<file path="src/design/rpmsine_pkg.sv">
`timescale 1ns / 1ps
package rpmsine_pkg;

	localparam int SAMPLES_PER_BLOCK = 32;
	localparam int SINE_TABLE_BITS = 8;
	localparam int TAB_N = 1 << SINE_TABLE_BITS;
	localparam int CNT_W = (SAMPLES_PER_BLOCK > 1) ? $clog2(SAMPLES_PER_BLOCK) : 1;

	typedef logic signed [15:0] speed_t;
	typedef logic signed [15:0] sample_t;
	typedef logic [TAB_N-1:0][14:0] sine_tab_t;

	// polynomial coefficients of sin(pi/2 * x), q30
	localparam logic [63:0] C1_Q30 = 64'd1686629713;
	localparam logic [63:0] C3_Q30 = 64'd693598668;
	localparam logic [63:0] C5_Q30 = 64'd85569306;
	localparam logic [63:0] C7_Q30 = 64'd5026996;
	localparam logic [63:0] C9_Q30 = 64'd172272;
	localparam logic [15:0] AMP_FULL = 16'd32767;

	function automatic logic [14:0] quarter_sine(input int unsigned i);
		logic [63:0] x;
		logic [63:0] x2;
		logic [63:0] p;
		logic [63:0] s;
		x = (64'(i) * 64'd2 + 64'd1) << (29 - SINE_TABLE_BITS);
		x2 = (x * x) >> 30;
		p = C9_Q30;
		p = C7_Q30 - ((x2 * p) >> 30);
		p = C5_Q30 - ((x2 * p) >> 30);
		p = C3_Q30 - ((x2 * p) >> 30);
		p = C1_Q30 - ((x2 * p) >> 30);
		s = (x * p) >> 30;
		s = (s * 64'd32767 + (64'd1 << 29)) >> 30;
		if (s > 64'd32767)
			s = 64'd32767;
		return s[14:0];
	endfunction

	function automatic sine_tab_t build_sine_table();
		sine_tab_t tab;
		for (int unsigned i = 0; i < TAB_N; i++)
			tab[i] = quarter_sine(i);
		return tab;
	endfunction

	localparam sine_tab_t SINE_TABLE = build_sine_table();

endpackage

</file>
<file path="src/design/rpmsine_in_if.sv">
`timescale 1ns / 1ps
interface rpmsine_in_if;
	import rpmsine_pkg::*;

	logic   valid;
	logic   ready;
	speed_t engine_speed;
	logic   limit_mute;

	modport source (output valid, output engine_speed, output limit_mute, input ready);
	modport sink (input valid, input engine_speed, input limit_mute, output ready);
endinterface

</file>
<file path="src/design/rpmsine_out_if.sv">
`timescale 1ns / 1ps
interface rpmsine_out_if;
	import rpmsine_pkg::*;

	logic    valid;
	logic    ready;
	sample_t sample;
	logic    last_sample;

	modport source (output valid, output sample, output last_sample, input ready);
	modport sink (input valid, input sample, input last_sample, output ready);
endinterface

</file>
<file path="src/design/rpm_controlled_sine_tone_generator.sv">
`timescale 1ns / 1ps
// Speed-controlled sine tone generator (direct digital synthesis). Each speed transaction
// produces one block of SAMPLES_PER_BLOCK signed 16-bit sine samples, the last one flagged
// with last_sample. The speed is turned into a Q16 fraction of rpm_reference by a restoring
// divider that takes one quotient bit per cycle (skipped when the speed is zero, negative
// or at/above the reference), the phase step is then formed on the shared multiplier, and
// samples are issued one per cycle while the output is not stalled, through a 3-stage
// lookup / multiply / scale pipeline. The next speed transaction is taken once the last
// sample of a block has left the pipeline into the output register. While muted (register
// or per-transaction flag) the samples are zero and the phase accumulator holds. The
// registers sit on an APB port at byte addresses 0, 4, 8, 12 and 16: rpm_reference,
// phase_step_min, phase_step_max, peak_amplitude, mute_enable; write them only while idle.
module rpm_controlled_sine_tone_generator (
	input  logic                  clk,
	input  logic                  arst_n,
	input  logic                  psel,
	input  logic                  penable,
	input  logic                  pwrite,
	input  logic [4:0]            paddr,
	input  logic [31:0]           pwdata,
	output logic [31:0]           prdata,
	output logic                  pready,
	rpmsine_in_if.sink            speed,
	rpmsine_out_if.source         audio
);
	import rpmsine_pkg::*;

	localparam logic [2:0] ST_IDLE = 3'd0;
	localparam logic [2:0] ST_DIV  = 3'd1;
	localparam logic [2:0] ST_MUL  = 3'd2;
	localparam logic [2:0] ST_STEP = 3'd3;
	localparam logic [2:0] ST_RUN  = 3'd4;

	localparam logic [2:0] REG_RPM_REF  = 3'd0;
	localparam logic [2:0] REG_STEP_MIN = 3'd1;
	localparam logic [2:0] REG_STEP_MAX = 3'd2;
	localparam logic [2:0] REG_PEAK     = 3'd3;
	localparam logic [2:0] REG_MUTE     = 3'd4;

	localparam logic [3:0] DIV_LAST = 4'd15;
	localparam logic [CNT_W-1:0] CNT_LAST = CNT_W'(SAMPLES_PER_BLOCK - 1);

	// configuration registers
	logic [14:0] rpm_reference_q;
	logic [30:0] phase_step_min_q;
	logic [30:0] phase_step_max_q;
	logic [14:0] peak_amplitude_q;
	logic        mute_enable_q;

	// sequencer
	logic [2:0]       state_q;
	logic [14:0]      ref_q;
	logic [14:0]      rem_q;
	logic [15:0]      quo_q;
	logic [3:0]       bit_cnt_q;
	logic             full_q;
	logic             mute_q;
	logic             ge_q;
	logic [30:0]      span_q;
	logic [30:0]      min_q;
	logic [30:0]      frac_q;
	logic [30:0]      step_q;
	logic [31:0]      phase_q;
	logic [CNT_W-1:0] cnt_q;

	// sample pipeline
	logic        v_s1, neg_s1, last_s1;
	logic [14:0] mag_s1;
	logic        v_s2, neg_s2, last_s2;
	logic [29:0] prod_s2;
	logic        out_valid_q, out_last_q;
	sample_t     out_sample_q;

	logic        cfg_wr;
	logic        accept;
	logic        adv;
	logic        issue;
	logic [14:0] ref_eff;
	logic        speed_pos;
	logic [15:0] div_sh;
	logic        div_ge;
	logic [15:0] div_dif;
	logic [30:0] mul_a;
	logic [15:0] mul_b;
	logic [46:0] mul_p;
	logic [SINE_TABLE_BITS-1:0] tab_idx;
	logic [30:0] sc_sum;
	logic [15:0] sc_q0;
	logic [30:0] sc_rem;
	logic [15:0] sc_v;

	assign pready = 1'b1;
	assign cfg_wr = psel && penable && pwrite;

	always_comb begin
		unique case (paddr[4:2])
			REG_RPM_REF:  prdata = {17'd0, rpm_reference_q};
			REG_STEP_MIN: prdata = {1'b0, phase_step_min_q};
			REG_STEP_MAX: prdata = {1'b0, phase_step_max_q};
			REG_PEAK:     prdata = {17'd0, peak_amplitude_q};
			REG_MUTE:     prdata = {31'd0, mute_enable_q};
			default:      prdata = 32'd0;
		endcase
	end

	always_ff @(posedge clk or negedge arst_n) begin
		if (!arst_n) begin
			rpm_reference_q  <= 15'd8000;
			phase_step_min_q <= 31'd4473924;
			phase_step_max_q <= 31'd35791394;
			peak_amplitude_q <= 15'd8000;
			mute_enable_q    <= 1'b0;
		end else if (cfg_wr) begin
			unique case (paddr[4:2])
				REG_RPM_REF:  rpm_reference_q  <= pwdata[14:0];
				REG_STEP_MIN: phase_step_min_q <= pwdata[30:0];
				REG_STEP_MAX: phase_step_max_q <= pwdata[30:0];
				REG_PEAK:     peak_amplitude_q <= pwdata[14:0];
				REG_MUTE:     mute_enable_q    <= pwdata[0];
				default:      ;
			endcase
		end
	end

	// pipeline moves whenever the output register is free or being emptied
	assign adv   = !out_valid_q || audio.ready;
	assign issue = (state_q == ST_RUN) && adv;

	assign speed.ready = (state_q == ST_IDLE) && !v_s1 && !v_s2;
	assign accept      = speed.valid && speed.ready;

	assign ref_eff   = (rpm_reference_q == 15'd0) ? 15'd1 : rpm_reference_q;
	assign speed_pos = !speed.engine_speed[15] && (speed.engine_speed[14:0] != 15'd0);

	// one restoring division step: dividend low bits are all zero
	assign div_sh  = {rem_q, 1'b0};
	assign div_ge  = div_sh >= {1'b0, ref_q};
	assign div_dif = div_sh - {1'b0, ref_q};

	// shared multiplier: span * fraction while forming the step, peak * table otherwise
	always_comb begin
		if (state_q == ST_MUL) begin
			mul_a = span_q;
			mul_b = quo_q;
		end else begin
			mul_a = {16'd0, peak_amplitude_q};
			mul_b = {1'b0, mag_s1};
		end
	end
	assign mul_p = {16'd0, mul_a} * {31'd0, mul_b};

	always_ff @(posedge clk or negedge arst_n) begin
		if (!arst_n) begin
			state_q   <= ST_IDLE;
			phase_q   <= 32'd0;
			cnt_q     <= '0;
			bit_cnt_q <= 4'd0;
		end else begin
			unique case (state_q)
				ST_IDLE: begin
					if (accept) begin
						bit_cnt_q <= 4'd0;
						if (speed_pos && (speed.engine_speed[14:0] < ref_eff))
							state_q <= ST_DIV;
						else
							state_q <= ST_MUL;
					end
				end
				ST_DIV: begin
					bit_cnt_q <= bit_cnt_q + 4'd1;
					if (bit_cnt_q == DIV_LAST)
						state_q <= ST_MUL;
				end
				ST_MUL: state_q <= ST_STEP;
				ST_STEP: begin
					cnt_q   <= '0;
					state_q <= ST_RUN;
				end
				ST_RUN: begin
					if (issue) begin
						if (!mute_q)
							phase_q <= phase_q + {1'b0, step_q};
						cnt_q <= cnt_q + CNT_W'(1);
						if (cnt_q == CNT_LAST)
							state_q <= ST_IDLE;
					end
				end
				default: state_q <= ST_IDLE;
			endcase
		end
	end

	always_ff @(posedge clk) begin
		if (accept) begin
			ref_q  <= ref_eff;
			rem_q  <= speed.engine_speed[14:0];
			quo_q  <= 16'd0;
			full_q <= speed_pos && (speed.engine_speed[14:0] >= ref_eff);
			mute_q <= mute_enable_q || speed.limit_mute;
			ge_q   <= phase_step_max_q >= phase_step_min_q;
			span_q <= (phase_step_max_q >= phase_step_min_q) ?
				phase_step_max_q - phase_step_min_q : phase_step_min_q - phase_step_max_q;
			min_q  <= phase_step_min_q;
		end
		if (state_q == ST_DIV) begin
			if (div_ge)
				rem_q <= div_dif[14:0];
			else
				rem_q <= div_sh[14:0];
			quo_q <= {quo_q[14:0], div_ge};
		end
		if (state_q == ST_MUL)
			frac_q <= full_q ? span_q : mul_p[46:16];
		if (state_q == ST_STEP)
			step_q <= ge_q ? min_q + frac_q : min_q - frac_q;
	end

	// quadrant 1 and 3 read the quarter wave mirrored
	assign tab_idx = phase_q[31-2 -: SINE_TABLE_BITS] ^ {SINE_TABLE_BITS{phase_q[30]}};

	always_ff @(posedge clk or negedge arst_n) begin
		if (!arst_n) begin
			v_s1        <= 1'b0;
			v_s2        <= 1'b0;
			out_valid_q <= 1'b0;
		end else if (adv) begin
			v_s1        <= issue;
			v_s2        <= v_s1;
			out_valid_q <= v_s2;
		end
	end

	// divide by 32767 via reciprocal estimate and one correction
	assign sc_sum = {1'b0, prod_s2} + {16'd0, prod_s2[29:15]};
	assign sc_q0  = sc_sum[30:15];
	assign sc_rem = {1'b0, prod_s2} - {sc_q0[15:0], 15'd0} + {15'd0, sc_q0};
	assign sc_v   = sc_q0 + {15'd0, (sc_rem[15:0] >= AMP_FULL)};

	always_ff @(posedge clk) begin
		if (adv) begin
			mag_s1       <= mute_q ? 15'd0 : SINE_TABLE[tab_idx];
			neg_s1       <= phase_q[31];
			last_s1      <= cnt_q == CNT_LAST;
			prod_s2      <= mul_p[29:0];
			neg_s2       <= neg_s1;
			last_s2      <= last_s1;
			out_sample_q <= neg_s2 ? -sample_t'(sc_v) : sample_t'(sc_v);
			out_last_q   <= last_s2;
		end
	end

	assign audio.valid       = out_valid_q;
	assign audio.sample      = out_sample_q;
	assign audio.last_sample = out_last_q;

`ifndef SYNTHESIS
	a_div_rem_below_ref: assert property (@(posedge clk) disable iff (!arst_n)
		(state_q == ST_DIV) |-> (rem_q < ref_q))
		else $error("divider remainder not below divisor");

	a_mul_free: assert property (@(posedge clk) disable iff (!arst_n)
		(state_q == ST_MUL) |-> (!v_s1 && !v_s2))
		else $error("multiplier shared while samples in flight");

	a_mute_holds_phase: assert property (@(posedge clk) disable iff (!arst_n)
		(issue && mute_q) |=> $stable(phase_q))
		else $error("phase moved during muted block");

	a_step_side: assert property (@(posedge clk) disable iff (!arst_n)
		(state_q == ST_RUN) |-> (ge_q ? (step_q >= min_q) : (step_q <= min_q)))
		else $error("phase step on wrong side of minimum");

	a_last_ends_block: assert property (@(posedge clk) disable iff (!arst_n)
		(issue && (cnt_q == CNT_LAST)) |=> (state_q == ST_IDLE))
		else $error("block did not end after last sample");
`endif

endmodule
</file>
<file path="src/flat_wrapper.sv">
// flat-port wrapper written by rule: the top's interface ports become plain ports
module rpm_controlled_sine_tone_generator_flat import rpmsine_pkg::*;
  (clk, arst_n, psel, penable, pwrite, paddr, pwdata, prdata, pready, speed_valid, speed_engine_speed, speed_limit_mute, speed_ready, audio_valid, audio_sample, audio_last_sample, audio_ready);
  rpmsine_in_if speed_i ();
  rpmsine_out_if audio_i ();
  input  logic clk;
  input  logic arst_n;
  input  logic psel;
  input  logic penable;
  input  logic pwrite;
  input  logic [4:0] paddr;
  input  logic [31:0] pwdata;
  output logic [31:0] prdata;
  output logic pready;
  input wire logic [$bits(speed_i.valid)-1:0] speed_valid;
  input wire logic [$bits(speed_i.engine_speed)-1:0] speed_engine_speed;
  input wire logic [$bits(speed_i.limit_mute)-1:0] speed_limit_mute;
  output wire logic [$bits(speed_i.ready)-1:0] speed_ready;
  output wire logic [$bits(audio_i.valid)-1:0] audio_valid;
  output wire logic [$bits(audio_i.sample)-1:0] audio_sample;
  output wire logic [$bits(audio_i.last_sample)-1:0] audio_last_sample;
  input wire logic [$bits(audio_i.ready)-1:0] audio_ready;
  assign speed_i.valid = speed_valid;
  assign speed_i.engine_speed = speed_engine_speed;
  assign speed_i.limit_mute = speed_limit_mute;
  assign speed_ready = speed_i.ready;
  assign audio_valid = audio_i.valid;
  assign audio_sample = audio_i.sample;
  assign audio_last_sample = audio_i.last_sample;
  assign audio_i.ready = audio_ready;
  rpm_controlled_sine_tone_generator u_core (.clk(clk), .arst_n(arst_n), .psel(psel), .penable(penable), .pwrite(pwrite), .paddr(paddr), .pwdata(pwdata), .prdata(prdata), .pready(pready), .speed(speed_i), .audio(audio_i));
endmodule
</file>
<file path="config.mk">
export PLATFORM = sky130hd
export DESIGN_NAME = rpm_controlled_sine_tone_generator_flat
export DESIGN_NICKNAME = d
export VERILOG_FILES = /design/src/design/rpmsine_pkg.sv /design/src/design/rpmsine_in_if.sv /design/src/design/rpmsine_out_if.sv /design/src/design/rpm_controlled_sine_tone_generator.sv /design/src/flat_wrapper.sv
export SDC_FILE = /design/constraint.sdc
export NUM_CORES = 2
export LEC_CHECK = 0
export ABC_AREA = 1
export CORE_MARGIN = 2
export CORE_UTILIZATION = 44
export CTS_CLUSTER_SIZE = 28
export DETAILED_ROUTE_END_ITERATION = 7
export DONT_BUFFER_PORTS = 1
export PLACE_DENSITY = 0.56
export SLEW_MARGIN = 20
export SYNTH_ARGS = -nofsm -noshare
export SYNTH_HDL_FRONTEND = slang
export SYNTH_SLANG_ARGS = --single-unit
</file>
<file path="constraint.sdc">
create_clock -name clk -period 18.32 [get_ports clk]
set_clock_uncertainty 0.1 [all_clocks]
set_input_delay 3.664 -clock clk [delete_from_list [all_inputs] [get_ports clk]]
set_output_delay 3.664 -clock clk [all_outputs]
set_load 0.05 [all_outputs]
</file>
### Yosys cells after proc, flatten, opt, wreduce, memory -nomap -nowiden

Memory sizes are Yosys's and may differ from the RTL's. A register that Yosys moved wholly into a read port is not among the register bits.
Cells that the tools add are included.

* add/subtract/negate cells: 13
* $mul: 1
* divide/modulo/power cells: 0
* magnitude comparators: 5
* equality and inequality tests: 14
* shift-type cells: 0
* multiplexer cells: 23
* bitwise gates (word level): 2
* reduce and logical (&&, ||, !) cells: 31

Operator list (number)
* 31-bit one-hot mux with 5 select lines: 1
* 31-bit 2-to-1 mux: 4
* 31-bit subtractor: 3
* 16-bit 2-to-1 mux: 4
* 15-bit 2-to-1 mux: 4
* 31-bit by 16-bit multiplier with 47-bit output: 1
* 32-bit by 31-bit adder with 32-bit output: 1
* 30-bit by 15-bit adder with 31-bit output: 1
* 31-bit adder: 1
* 31-bit >= comparator: 1
* 16-bit by 1-bit adder with 16-bit output: 1
* 16-bit adder: 1
* 16-bit by 15-bit >= comparator with 1-bit output: 1
* 16-bit by 15-bit >= comparator with 1-bit output, second input constant: 1
* 16-bit negation: 1
* 16-bit subtractor: 1
* 15-bit >= comparator: 1
* 15-bit zero test: 1
* 15-bit < comparator: 1
* 3-bit one-hot mux with 5 select lines: 1
* 15-bit nonzero test: 1
* 15-bit subtractor: 1
* 2-bit AND reduction: 7
* 3-bit by 2-bit equality test with 1-bit output, second input constant: 4
* 23 further kinds: 45

* bits in registers: 364
* latch bits: 0
* bits in writable memories: 0
* bits in read-only memories: 3840
* input bits: 61
* output and inout bits: 52
* word-level logic and storage cells: 119
* memories: 1

Memories
* (no name shown): words 256, width 15, read ports 1, clocked after Yosys merged registers in 1, write ports 0, RTL line rpm_controlled_sine_tone_generator.sv:241 `mag_s1 <= mute_q ? 15'd0 : SINE_TABLE[tab_idx];`

### Longest topological paths before layout

* word-level depth: 7
* depth in mapped cells: 44
* mapped depth without buffers: 44

### Least setup slack after synthesis

OpenSTA, ideal clock, no wires.

* path kind: input port to output port
* start: input paddr[3]
* end: output prdata[30]
* arrival time: 5.329 ns
* data required time: 14.556 ns
* slack: 9.227 ns
* stages: 4
* buffers on the path: 1
* path through: nor3_1 > inv_1 > clkbuf_1 > o21ai_0

* longest elaborated chain between the ends: 2
* elaborated cells on any way between the ends: 6
* classes of those cells: eq/ne: 4; mux: 1; reduce/logical: 1

Ends and longest elaborated chain
* start, declared: RTL line flat_wrapper.sv:11 `input logic [4:0] paddr;`
* 3-bit equality test (tied with other cells): RTL line rpm_controlled_sine_tone_generator.sv:96 `unique case (paddr[4:2])`
* 31-bit one-hot mux with 5 select lines (*): RTL line rpm_controlled_sine_tone_generator.sv:96
* end, declared: RTL line flat_wrapper.sv:13 `output logic [31:0] prdata;`

Mark *: on every way between the ends. The rest lies on a longest branch, timed or not.

### Worst setup path after layout

* start: register u_core.state_q[1]
* end: register u_core.frac_q[4] (data pin)

* longest elaborated chain between the ends: 4
* elaborated cells on any way between the ends: 5
* classes of those cells: mul: 1; eq/ne: 1; mux: 3

Ends and longest elaborated chain
* start, declared: RTL line rpm_controlled_sine_tone_generator.sv:51 `logic [2:0] state_q;`
* start signal, assigned: RTL line rpm_controlled_sine_tone_generator.sv:154 `state_q <= ST_IDLE;`
* start signal, assigned: RTL line rpm_controlled_sine_tone_generator.sv:164 `state_q <= ST_DIV;`
* start signal, assigned: RTL line rpm_controlled_sine_tone_generator.sv:166 `state_q <= ST_MUL;`
* 3-bit by 2-bit equality test with 1-bit output (*): RTL line rpm_controlled_sine_tone_generator.sv:142 `if (state_q == ST_MUL) begin`
* 31-bit 2-to-1 mux / 16-bit 2-to-1 mux (equally long branches): RTL line rpm_controlled_sine_tone_generator.sv:142
* 31-bit by 16-bit multiplier with 47-bit output (*): RTL line rpm_controlled_sine_tone_generator.sv:150 `assign mul_p = {16'd0, mul_a} * {31'd0, mul_b};`
* 31-bit 2-to-1 mux (*): RTL line rpm_controlled_sine_tone_generator.sv:213 `frac_q <= full_q ? span_q : mul_p[46:16];`
* end signal, assigned: RTL line rpm_controlled_sine_tone_generator.sv:213
* end, declared: RTL line rpm_controlled_sine_tone_generator.sv:61 `logic [30:0] frac_q;`

Marks and branches as above.
A chain may end at the register's enable or synchronous reset.

==> results.json <==
{
  "yosysMostFrequentCell": "nand2_1",
  "drtIter0Drc": 3796,
  "cp.required_ps": 18560,
  "critical_path_class": "reg -> reg",
  "hp-class": "reg -> reg",
  "syn_area_per_cell_um2": 7.61,
  "ys_types": 79,
  "maxCapViolations": 0,
  "cp_common_cell": "inv_1",
  "clk_latency_ps": 670,
  "holdBufCountCts": 0,
  "die_x_um": 324,
  "cp_max_fo": 42,
  "path_buf_inv": 11,
  "routed_wl_um": 161000,
  "endpoint_kind": "flip-flop",
  "dr_total_vias": 39900,
  "via_per_inst": 5.51,
  "cts_buffers": 48,
  "fin_crit_sh_pct": 54.5,
  "synth_nets": 6700,
  "synth_top_cell_by_area": "fa_1",
  "slowest_delay_ps": 780,
  "place_hpwl_um": 131000,
  "area_growth_pct": 7.11,
  "antenna_found_initial": 3,
  "slew_headroom_pct": 21.9,
  "tightest_slew_ps": 1160,
  "yosysWarnings": 0,
  "final.fill_count": 10300,
  "start_util_pct": 44.3,
  "rows": 117,
  "synth_top_cell_area_share_pct": 18.2,
  "multiInputGateArea_um2": 29300,
  "num_antenna_cells": 0,
  "finalHoldViolations": 0,
  "period_needed_ps": 9990,
  "critPathTopFamily": "adder cells",
  "slowest_stage": "a21oi_1",
  "cts_sinks": 379,
  "avgRoutedWirePerCell_um": 22.2,
  "ant_nets": 0,
  "arrival_ps": 10230,
  "clkTransAtPathRegs_ps": 60,
  "ios": 113,
  "fmax_mhz": 100,
  "nNetsFinal": 6643,
  "postCtsSetupRepairBufs": 0,
  "rsz0062_at_grt": "no",
  "numPortBuffers": 0,
  "outcome": "finished, final reports clean",
  "grtUsageTotal_pct": 31.1,
  "startpoint_type": "flip-flop",
  "cts_resized": 0,
  "drc_errors": 0,
  "setup_violations": 0,
  "routabilityCongestion": 0.978,
  "drive_above_1_share_pct": 4.95,
  "die_y_um": 324,
  "timing.hold.ws_ps": 321,
  "grt_start_max_net_pins": 141,
  "async_flop_share_pct": 36.9,
  "core_area_um2": 101000,
  "overflow": 0,
  "h-tree-depth": 2,
  "postSynthCellCount": 5899,
  "regArea_um2": 10700,
  "clock-root-buffer": "clkbuf_16",
  "die-area_um2": 105000,
  "syn_area_um2": 44900,
  "grt_pass1_wl_um": 244000,
  "cts_buffer_depth": 3,
  "firstDrtPassIters": 6,
  "ys.flop_type": "edfxtp_1",
  "fin_tns_setup_ps": 0,
  "final_max_slew_viol_count": 0,
  "cts_tree": "done",
  "yosysSeqAreaShare_pct": 23.8,
  "grt_pass1_vias": 39900,
  "synth.area.top_cells": "fa_1 18%, edfxtp_1 16%, nand2_1 11%",
  "ys_ff_latch": 379,
  "synth.top_cells.by_count": "1301 x nand2_1, 1113 x inv_1, 526 x nor2_1",
  "synth_edf_count": 239
}
==> logic make-up after synthesis <==
kind of cell	Yosys count	synth area share [%]
adder cells (fa/ha/maj)	740	27.4
other	2	0.0167
AO/OA/AOI/OAI	1080	13.6
AND/OR/NAND/NOR	2217	20.5
XOR/XNOR	183	3.63
multiplexers	3	0.0669
flip-flops	379	23.8
buffers and inverters	1295	11.0
==> final timing paths <==
| check | depth (start not counted) | startpoint | endpoint | slack (ps) |
|---|---|---|---|---|
| max in group asynchronous | 0 | arst_n | u_core.phase_q[31]$_DFFE_PN0P_ | 15160 |
| hold / removal | 0 | u_core.last_s1$_DFFE_PP_ | u_core.last_s2$_DFFE_PP_ | 320 |
| hold reg to reg | 0 | u_core.last_s1$_DFFE_PP_ | u_core.last_s2$_DFFE_PP_ | 320 |
| min in group asynchronous | 0 | arst_n | u_core.rpm_reference_q[13]$_DFFE_PN0P_ | 2600 |
| setup / recovery | 30 | u_core.state_q[1]$_DFFE_PN0P_ | u_core.frac_q[4]$_DFFE_PN_ | 8330 |
| setup reg to reg | 30 | u_core.state_q[1]$_DFFE_PN0P_ | u_core.frac_q[4]$_DFFE_PN_ | 8330 |
==> worst register-to-register path: cells and delay by family, from the launching register on <==
kind                     cells  cell delay (ps)
AO/OA/AOI/OAI                8             2750
adder cells (fa/ha/maj)      7             2850
AND/OR/NAND/NOR              3              380
flip-flops                   1              390
XOR/XNOR                     1              560
buffers and inverters       11             2620
==> cell usage in the layout (no fill, tap or decap), types with 174 or more instances in the layout <==
cell | netlist | layout
nand2_1 | 1301 | 1299
inv_1 | 1113 | 1108
nor2_1 | 526 | 525
fa_1 | 409 | 409
o21ai_0 | 415 | 397
a21oi_1 | 373 | 370
ha_1 | 331 | 331
edfxtp_1 | 239 | 239
nand3_1 | 175 | 174
==> layer usage <==
metal	track usage, %	wire length [um]
met5	0	12
met4	15.1	9340
met3	3.69	10200
met2	51.7	74600
met1	40.3	66900
==> sequential cells by signal, summed over array words and instances (netlist names), 16 cells and up <==
| signal | cells |
|---|---|
| u_core.frac_q | 31 |
| u_core.prod_s2 | 30 |
| u_core.quo_q | 16 |
| u_core.span_q | 31 |
| u_core.phase_step_min_q | 31 |
| u_core.phase_q | 32 |
| u_core.audio.sample | 16 |
| u_core.min_q | 31 |
| u_core.phase_step_max_q | 31 |
| u_core.step_q | 31 |
==> stage by stage <==
stage | utilization (%) | worst slack (ps) | instances | area, um2
CTS | 47.4 | 8520 | 7250 | 48100
finish | 47.4 | 8330 | 7250 | 48100
global route | 47.4 | 7820 | 7250 | 48100
detailed placement | 45.7 | 8580 | 7160 | 46400
global placement | 45.7 | 8640 | 7160 | 46400
floorplan | - | 9230 | 5899 | 44900
==> final cells by class <==
cell class | count | share of cell area (%)
multi-input cells | 4225 | 61.0
flip-flops and latches | 379 | 22.3
inverters | 1134 | 8.85
well taps | 1368 | 3.56
clock buffers | 59 | 2.69
repair buffers | 54 | 0.843
clock inverters | 31 | 0.806
Power is left out: the tool's default activity adds up to more than one toggle a clock period on the data nets, which glitch-free logic cannot reach.
